$ cat src/spq_pkg.sv
// ----------------------------------------------------------------------------
// spq_pkg: shared types and constants of the sorted priority queue
// Operation and status codes, controller states and the command bundle that
// the controller drives into the datapath.
// ----------------------------------------------------------------------------
package spq_pkg;

    localparam int SCORE_W     = 64;
    localparam int DATA_PORT_W = 32;
    localparam int STATUS_W    = 2;

    typedef enum logic [0:0] {
        OP_INSERT = 1'b0,
        OP_REMOVE = 1'b1
    } spq_op_t;

    typedef enum logic [STATUS_W-1:0] {
        ST_OK    = 2'd0,
        ST_EMPTY = 2'd1,
        ST_FULL  = 2'd2
    } spq_status_t;

    typedef enum logic [0:0] {
        S_IDLE = 1'b0,
        S_EXEC = 1'b1
    } spq_state_t;

    typedef struct packed {
        logic capture;
        logic exec;
    } spq_cmd_t;

endpackage

$ cat src/sorted_priority_queue_core.sv
// ----------------------------------------------------------------------------
// sorted_priority_queue_core: sorted-list priority queue, highest score first
// Holds up to CAPACITY entries of a 64-bit score and a data handle in a row
// of slots kept in descending score order; newer entries go ahead of older
// ones with an equal score.
//
// The request channel carries opcode, entry_score and entry_data under
// in_valid and in_stall. An insert into a full queue is dropped with a full
// status, and a remove from an empty queue returns zeros with an empty status.
// The response channel carries status, removed_score, removed_data and
// occupancy under out_valid and out_stall, one response per request.
// Each request is first captured and then executed, with all slots comparing and
// shifting in parallel. The response is registered when execution ends, and a
// new request is taken only after the previous one has executed.
// A request may be taken while a response still waits in the output
// register; its execution then waits until that response is taken.
// Reset empties the queue and clears both handshakes; slot contents are not
// cleared and are never read before they are written.
// ----------------------------------------------------------------------------
module sorted_priority_queue_core #(
    parameter int CAPACITY   = 16,
    parameter int DATA_WIDTH = 32
) (
    input  logic                                  clk,
    input  logic                                  rst_n,
    input  logic                                  in_valid,
    output logic                                  in_stall,
    input  logic                                  opcode,
    input  logic [spq_pkg::SCORE_W-1:0]           entry_score,
    input  logic [spq_pkg::DATA_PORT_W-1:0]       entry_data,
    output logic                                  out_valid,
    input  logic                                  out_stall,
    output logic [spq_pkg::STATUS_W-1:0]          status,
    output logic [spq_pkg::SCORE_W-1:0]           removed_score,
    output logic [spq_pkg::DATA_PORT_W-1:0]       removed_data,
    output logic [$clog2(CAPACITY+1)-1:0]         occupancy
);
    import spq_pkg::*;

    spq_cmd_t cmd;

    spq_ctrl u_ctrl (
        .clk       (clk),
        .rst_n     (rst_n),
        .in_valid  (in_valid),
        .in_stall  (in_stall),
        .out_valid (out_valid),
        .out_stall (out_stall),
        .cmd       (cmd)
    );

    spq_dpath #(
        .CAPACITY   (CAPACITY),
        .DATA_WIDTH (DATA_WIDTH)
    ) u_dpath (
        .clk           (clk),
        .rst_n         (rst_n),
        .cmd           (cmd),
        .opcode        (opcode),
        .entry_score   (entry_score),
        .entry_data    (entry_data),
        .status        (status),
        .removed_score (removed_score),
        .removed_data  (removed_data),
        .occupancy     (occupancy)
    );

endmodule

$ cat src/spq_ctrl.sv
// ----------------------------------------------------------------------------
// spq_ctrl: request sequencer of the sorted priority queue
// Accepts one request, starts its execution in the datapath once the result
// register is free, and tracks the validity of the result register.
// ----------------------------------------------------------------------------
module spq_ctrl (
    input  logic              clk,
    input  logic              rst_n,
    input  logic              in_valid,
    output logic              in_stall,
    output logic              out_valid,
    input  logic              out_stall,
    output spq_pkg::spq_cmd_t cmd
);
    import spq_pkg::*;

    spq_state_t state_reg;
    spq_state_t state_next;
    logic       out_valid_reg;
    logic       out_valid_next;

    always_ff @(posedge clk or negedge rst_n)
    begin
        if (!rst_n)
        begin
            state_reg     <= S_IDLE;
            out_valid_reg <= 1'b0;
        end
        else
        begin
            state_reg     <= state_next;
            out_valid_reg <= out_valid_next;
        end
    end

    always_comb
    begin
        state_next     = state_reg;
        out_valid_next = out_valid_reg && out_stall;
        cmd            = '0;
        in_stall       = 1'b1;
        case (state_reg)
            S_IDLE:
            begin
                in_stall = 1'b0;
                if (in_valid)
                begin
                    cmd.capture = 1'b1;
                    state_next  = S_EXEC;
                end
            end
            S_EXEC:
            begin
                if (!out_valid_reg || !out_stall)
                begin
                    cmd.exec       = 1'b1;
                    out_valid_next = 1'b1;
                    state_next     = S_IDLE;
                end
            end
            default:
            begin
                state_next = S_IDLE;
            end
        endcase
    end

    assign out_valid = out_valid_reg;

endmodule

$ cat src/spq_dpath.sv
// ----------------------------------------------------------------------------
// spq_dpath: sorted slot array and result register of the priority queue
// Every slot compares its score with the captured request in parallel and
// either holds, loads the new entry or shifts from a neighbor.
// ----------------------------------------------------------------------------
module spq_dpath #(
    parameter int CAPACITY   = 16,
    parameter int DATA_WIDTH = 32
) (
    input  logic                                  clk,
    input  logic                                  rst_n,
    input  spq_pkg::spq_cmd_t                     cmd,
    input  logic                                  opcode,
    input  logic [spq_pkg::SCORE_W-1:0]           entry_score,
    input  logic [spq_pkg::DATA_PORT_W-1:0]       entry_data,
    output logic [spq_pkg::STATUS_W-1:0]          status,
    output logic [spq_pkg::SCORE_W-1:0]           removed_score,
    output logic [spq_pkg::DATA_PORT_W-1:0]       removed_data,
    output logic [$clog2(CAPACITY+1)-1:0]         occupancy
);
    import spq_pkg::*;

    localparam int CNT_W   = $clog2(CAPACITY + 1);
    localparam int STORE_W = (DATA_WIDTH < DATA_PORT_W) ? DATA_WIDTH : DATA_PORT_W;

    spq_op_t              op_reg;
    logic [SCORE_W-1:0]   score_reg;
    logic [STORE_W-1:0]   data_reg;

    logic [SCORE_W-1:0]   slot_score_reg  [CAPACITY];
    logic [SCORE_W-1:0]   slot_score_next [CAPACITY];
    logic [STORE_W-1:0]   slot_data_reg   [CAPACITY];
    logic [STORE_W-1:0]   slot_data_next  [CAPACITY];
    logic [CAPACITY-1:0]  greater;

    logic [CNT_W-1:0]     count_reg;
    logic [CNT_W-1:0]     count_next;
    spq_status_t          status_reg;
    spq_status_t          status_next;
    logic [SCORE_W-1:0]   rscore_reg;
    logic [SCORE_W-1:0]   rscore_next;
    logic [STORE_W-1:0]   rdata_reg;
    logic [STORE_W-1:0]   rdata_next;

    logic                 full;
    logic                 empty;
    logic                 do_insert;
    logic                 do_pop;

    assign full      = (count_reg == CNT_W'(CAPACITY));
    assign empty     = (count_reg == '0);
    assign do_insert = cmd.exec && (op_reg == OP_INSERT) && !full;
    assign do_pop    = cmd.exec && (op_reg == OP_REMOVE) && !empty;

    always_ff @(posedge clk)
    begin
        if (cmd.capture)
        begin
            op_reg    <= spq_op_t'(opcode);
            score_reg <= entry_score;
            data_reg  <= entry_data[STORE_W-1:0];
        end
    end

    for (genvar i = 0; i < CAPACITY; i++)
    begin : g_slot
        assign greater[i] = (CNT_W'(i) < count_reg) && (slot_score_reg[i] > score_reg);

        always_comb
        begin
            slot_score_next[i] = slot_score_reg[i];
            slot_data_next[i]  = slot_data_reg[i];
            if (do_insert && !greater[i])
            begin
                if (i == 0)
                begin
                    slot_score_next[i] = score_reg;
                    slot_data_next[i]  = data_reg;
                end
                else if (greater[(i == 0) ? 0 : i - 1])
                begin
                    slot_score_next[i] = score_reg;
                    slot_data_next[i]  = data_reg;
                end
                else
                begin
                    slot_score_next[i] = slot_score_reg[(i == 0) ? 0 : i - 1];
                    slot_data_next[i]  = slot_data_reg[(i == 0) ? 0 : i - 1];
                end
            end
            else if (do_pop && (i < CAPACITY - 1))
            begin
                slot_score_next[i] = slot_score_reg[(i < CAPACITY - 1) ? i + 1 : i];
                slot_data_next[i]  = slot_data_reg[(i < CAPACITY - 1) ? i + 1 : i];
            end
        end

        always_ff @(posedge clk)
        begin
            slot_score_reg[i] <= slot_score_next[i];
            slot_data_reg[i]  <= slot_data_next[i];
        end
    end

    always_comb
    begin
        count_next  = count_reg;
        status_next = status_reg;
        rscore_next = rscore_reg;
        rdata_next  = rdata_reg;
        if (cmd.exec)
        begin
            status_next = ST_OK;
            rscore_next = '0;
            rdata_next  = '0;
            case (op_reg)
                OP_INSERT:
                begin
                    if (full)
                    begin
                        status_next = ST_FULL;
                    end
                    else
                    begin
                        count_next = count_reg + CNT_W'(1);
                    end
                end
                OP_REMOVE:
                begin
                    if (empty)
                    begin
                        status_next = ST_EMPTY;
                    end
                    else
                    begin
                        count_next  = count_reg - CNT_W'(1);
                        rscore_next = slot_score_reg[0];
                        rdata_next  = slot_data_reg[0];
                    end
                end
                default:
                begin
                    status_next = ST_OK;
                end
            endcase
        end
    end

    always_ff @(posedge clk or negedge rst_n)
    begin
        if (!rst_n)
        begin
            count_reg <= '0;
        end
        else
        begin
            count_reg <= count_next;
        end
    end

    always_ff @(posedge clk)
    begin
        status_reg <= status_next;
        rscore_reg <= rscore_next;
        rdata_reg  <= rdata_next;
    end

    assign status        = status_reg;
    assign removed_score = rscore_reg;
    assign removed_data  = DATA_PORT_W'(rdata_reg);
    assign occupancy     = count_reg;

endmodule

$ cat config.mk
export PLATFORM = sky130hd
export DESIGN_NAME = sorted_priority_queue_core
export DESIGN_NICKNAME = d
export VERILOG_FILES = /design/src/spq_pkg.sv /design/src/sorted_priority_queue_core.sv /design/src/spq_ctrl.sv /design/src/spq_dpath.sv
export SDC_FILE = /design/constraint.sdc
export NUM_CORES = 2
export LEC_CHECK = 0
export BUFFER_PORTS_ARGS = -buffer_cell sky130_fd_sc_hd__buf_2
export CORE_ASPECT_RATIO = 2
export CORE_MARGIN = 4
export CORE_UTILIZATION = 30
export DETAILED_ROUTE_END_ITERATION = 6
export HOLD_SLACK_MARGIN = 0.08
export SYNTH_ARGS = -nofsm -noshare
export SYNTH_HDL_FRONTEND = slang
export SYNTH_HIERARCHICAL = 1
export SYNTH_SLANG_ARGS = --single-unit
$ cat constraint.sdc
create_clock -name clk -period 15.9 [get_ports clk]
set_input_delay 3.18 -clock clk [delete_from_list [all_inputs] [get_ports clk]]
set_output_delay 3.18 -clock clk [all_outputs]
set_load 0.05 [all_outputs]
# Word level (Yosys, flattened, before mapping)
# Memories as Yosys holds them, arrays and structs flattened.
# Index checks and enable logic that the tools add are counted.
classes:
  magnitude_cmp: 32
  n_addsub: 2
  reduce_logical: 61
  n_bitwise: 2
  eq_ne: 3
  muxes: 107
ops:
  columns: ["op", "count"]
  rows:
  - ["$mux W64", 46]
  - ["$mux W32", 46]
  - ["$gt A64 B64 Y1", 16]
  - ["$lt A4 B5 Y1 const A", 8]
  - ["$logic_and A1 B1 Y1", 37]
  - ["$logic_not A1 Y1", 20]
  - ["$lt A3 B5 Y1 const A", 4]
  - ["$lt A1 B5 Y1 const A", 2]
  - ["$lt A2 B5 Y1 const A", 2]
  - ["$mux W5", 2]
  - ["$pmux W5 S2", 1]
  - ["$mux W1", 9]
  - ["$add A5 B1 Y5 const B", 1]
  - ["$eq A5 B5 Y1 const B", 1]
  - ["$logic_not A5 Y1", 1]
  - ["$sub A5 B1 Y5 const B", 1]
  - ["$ne A2 B2 Y1 const B", 2]
  - ["$pmux W2 S2", 1]
  - ["$reduce_and A3 Y1", 1]
  - ["$mux W2", 1]
  - ["$not A1 Y1", 2]
  - ["$pmux W1 S2", 1]
  - ["$reduce_or A2 Y1", 1]
  - ["$logic_or A1 B1 Y1", 1]
totals:
  output_inout_bits: 105
  regBits: 202
  n_memories: 2
  mem_bits_rw: 1536
mem_list:
  columns: ["name", "words", "word_bits", "read_ports", "rd_clocked_by_memory_dff", "wr", "line", "source"]
  rows:
  - ["u_dpath.slot_score_reg", 16, 64, 16, 0, 16, "spq_dpath.sv:30", "logic [SCORE_W-1:0] slot_score_reg [CAPACITY];"]
  - ["u_dpath.slot_data_reg", 16, 32, 16, 0, 16, "spq_dpath.sv:32", "logic [STORE_W-1:0] slot_data_reg [CAPACITY];"]

# Longest topological paths before layout
depth:
  depth_word: 8
  depth_mapped: 15
  ltp_nobuf: 10

# By module
# Netlist, hierarchy kept.
by_module_without_submodules:
  columns: ["module", "area_each_um2", "instances", "cells_each"]
  rows:
  - ["spq_dpath", 107603.2, 1, 8930]
  - ["spq_ctrl", 83.8, 1, 6]

# Least setup slack after synthesis
# Ideal clock, no wire load.
synth_timing:
  path_kind: "input to register"
  start: "in out_stall"
  end: "mem u_dpath/slot_data_reg[0][0] in the netlist's numbering, enable pin"
  stages: 5
  setup_slack_ns: -3.858
  arrival_ns: 19.075
  required_ns: 15.217
  path_buffers: 2
  setup_time_ns: 0.683
  cell_sequence: "a21boi_0 nand3b_1 clkbuf_1 clkbuf_1 o21ai_0"
synth_lines:
  columns: ["item", "line", "source"]
  rows:
  - ["start: declaration", "sorted_priority_queue_core.sv:32", "input logic out_stall,"]
  - ["end: declaration", "spq_dpath.sv:32", null]

==> results.cfg <==
[worst_setup_path]
cp_slowest_stage_delay_ns = 1.26
endpoint_kind = flip-flop
worstSetupStartpointType = flip-flop
rrSetupSlack_ns = 7.73
rr_worst_depth = 13
crit_end = u_dpath/slot_data_reg[1][123]
cp_slowest_cell = nor4_1
r2r-start = u_dpath/score_reg[62]
cp_cell_sequence = inv_1, ha_1, nand4_1, nor4_1, and2_1, nand4_1, o21bai_1, a31oi_4, buf_4, buf_4, buf_4, mux2i_1, a21oi_1
worst_r2r_endpoint = u_dpath/slot_data_reg[1][123]
cpMostUsedCell = buf_4
arrival_ns = 8.72
crit_start = u_dpath/score_reg[62]
critPathKind = reg2reg
path_max_fanout = 53
cp_data_required_time_ns = 16.45

[routing]
viasPerCell = 5.70
postRouteWirelength_mm = 424
wl_per_cell_microns = 30.7
vias = 78774
final_antenna_net_count = 0
dr.pass1.iters = 6
drt_iter0_markers = 6591
drc = 0

[clock_tree]
clk_pin_slew_ns = 0.08
cts_buffers = 176
cts_max_path_buffers = 4
ctsHtreeMaxLevel = 4
post_cts_resized = 0
clock_sinks = 1738
cts_root_buf = clkbuf_16
clkLatencyLatePin_ns = 0.95
cts_setup_buffers = 0
cts_tree = built
hold_buffers = 0

[sta]
hold_viol_final = 0
setup_violations = 0
finalCritPeriodShare = 0.514
layout_setup_ws_ns = 7.73
maxSlewViolCount = 2
rsz0062_at_grt = false
slew_headroom = -0.0114
worstMarginPinSlew_ns = 1.52
fmax_mhz = 122
finalCriticalPeriod_ns = 8.17
fin_tns_setup_ns = 0
skew_ns = 0.122

[yosys]
ys_seq_area_frac = 0.484
async_flop_share = 0.00403
syn_inst = 8936
synthesis.nets = 10064
ys_warn_count = 6
synth.distinct_cells = 79
synthFlopType = edfxtp_1
ys_seq_elements = 1738
synth_area_sq_um = 108000
avgSynthCellArea_sq_um = 12.1
synth-edff-count = 1731

[floorplanning]
die_x_microns = 432
ios = 206
die_h_microns = 855
dieArea_sq_um = 369000
initial_core_util = 0.302
core_region_area_sq_um = 357000
rows = 310

[flow_run]
drv_cap = 2

[grt]
grt_max_degree = 193
grt_pass1_vias = 82728
grt_pass1_wl_mm = 597
antenna_found_initial = 46
grt.overflow.total = 0
gr-usage-all-layers = 0.222

[run_status]
status = finished, violations left
violations = capacitance limit, slew limit

[cells_and_area]
nNetsFinal = 10100
largest_register_ffs = 1024
most-common-layout-cells = edfxtp_1, o21ai_0, mux2_2
final_util = 0.337
synthToLayoutAreaGrowth_pct = 11.7
mostFrequentLayoutCell = edfxtp_1
fillCellCount = 35377
drive_above_1_share = 0.210

[power]
p_leak_nw = 44.8
vdd_drop_max_mv = 0.188
p_per_area_nw_per_um2 = 158

[placement]
io_buffers = 205
dp_slack_ns = 7.72
place.gp.congestion = 0.972
place_hpwl_mm = 294

[worst_hold_path]
hold_class = reg2reg
-- worst max-delay path, delay by kind of cell, from the launching register on --
| family | cells | cell delay, ns |
|---|---|---|
| and+or+nand+nor | 4 | 2.70 |
| muxes | 1 | 0.27 |
| buffers and inverters | 4 | 2.66 |
| AOI/OAI and AO/OA | 3 | 0.62 |
| DFF | 1 | 0.71 |
| adders and majority gates | 1 | 0.50 |
-- metrics by stage --
stage | total power [mW] | instances | area (sq um) | hold slack [ns]
floorplan | 12.0 | 8936 | 108000 | 0.518
finish | 19.0 | 13810 | 120000 | 0.489
CTS | 19.0 | 13783 | 120000 | 0.491
global placement | 14.3 | 13466 | 114000 | 0.533
detailed placement | 14.5 | 13470 | 114000 | 0.534
global route | 19.8 | 13798 | 120000 | 0.504
-- power by group --
group	switching, mW	internal, mW	total (mW)
clock	2.00	2.47	4.47
sequential	0.930	6.53	7.46
combinational	4.38	2.72	7.10
total	7.31	11.7	19.0
-- final cells by class --
| class | count | area, sq um | share of cell area |
|---|---|---|---|
| clock inverters | 114 | 1240 | 0.0103 |
| multi-input cells | 6524 | 53300 | 0.443 |
| repair buffers | 423 | 2760 | 0.0230 |
| diodes | 23 | 57.6 | 0.000478 |
| well taps | 4680 | 5860 | 0.0487 |
| inverters | 109 | 409 | 0.00340 |
| flip-flops and latches | 1738 | 52200 | 0.433 |
| clock buffers | 199 | 4550 | 0.0379 |
-- kinds of logic (layout without fill, tap and decap cells) --
group           count (synthesis)  count (layout)  synth area share
compound gates               2122            2122             0.108
mux                          2015            2015             0.201
flops                        1738            1738             0.484
simple gates                 1355            1355            0.0605
fa+ha+maj                    1027            1027             0.119
buf+inv                       674             845            0.0270
xor+xnor                        5               5          0.000407
other cells                     0              23                 0
-- how the worst min path moves through the flow --
stage                                   from                       endpoint  slack (ns)  cells after the start
2_1_floorplan   u_dpath/slot_data_reg[0][64]   u_dpath/slot_data_reg[0][32]        0.52                      2
3_3_place_gp   u_dpath/slot_data_reg[1][225]  u_dpath/slot_data_reg[1][193]        0.53                      1
3_5_place_dp   u_dpath/slot_data_reg[1][252]  u_dpath/slot_data_reg[1][220]        0.53                      1
4_1_cts        u_dpath/slot_data_reg[1][221]  u_dpath/slot_data_reg[1][253]        0.49                      1
5_1_grt        u_dpath/slot_data_reg[0][158]  u_dpath/slot_data_reg[0][126]        0.50                      1
6_report       u_dpath/slot_data_reg[0][158]  u_dpath/slot_data_reg[0][126]        0.49                      1
-- cells in the mapped netlist (25+ instances only) --
cell / count / area, sq um
edfxtp_1: 1731 / 52000
o21ai_0: 1181 / 5910
mux2_2: 1141 / 12800
ha_1: 1027 / 12800
mux2i_1: 874 / 8750
nand2_1: 600 / 2250
a21oi_1: 487 / 2440
clkbuf_1: 370 / 1390
nand4_1: 210 / 1310
nor2_1: 167 / 627
buf_2: 148 / 741
a21o_1: 138 / 1040
o21ai_1: 111 / 556
inv_1: 109 / 409
and2_1: 104 / 651
nand3_1: 82 / 410
nor3_1: 40 / 200
nor4_1: 36 / 225
nor2b_1: 31 / 194
a221oi_1: 28 / 245
buf_1: 27 / 101
o211ai_1: 27 / 203
a211oi_1: 25 / 188
-- per-layer routing --
layer	wire, microns	GRT usage	up-vias
met5	323	0	-
met4	50600	0.221	50
met3	23800	0.0409	1422
met2	211000	0.392	3121
met1	138000	0.212	39693
li1	-	-	34488
Power figures use the tool's default switching activity.
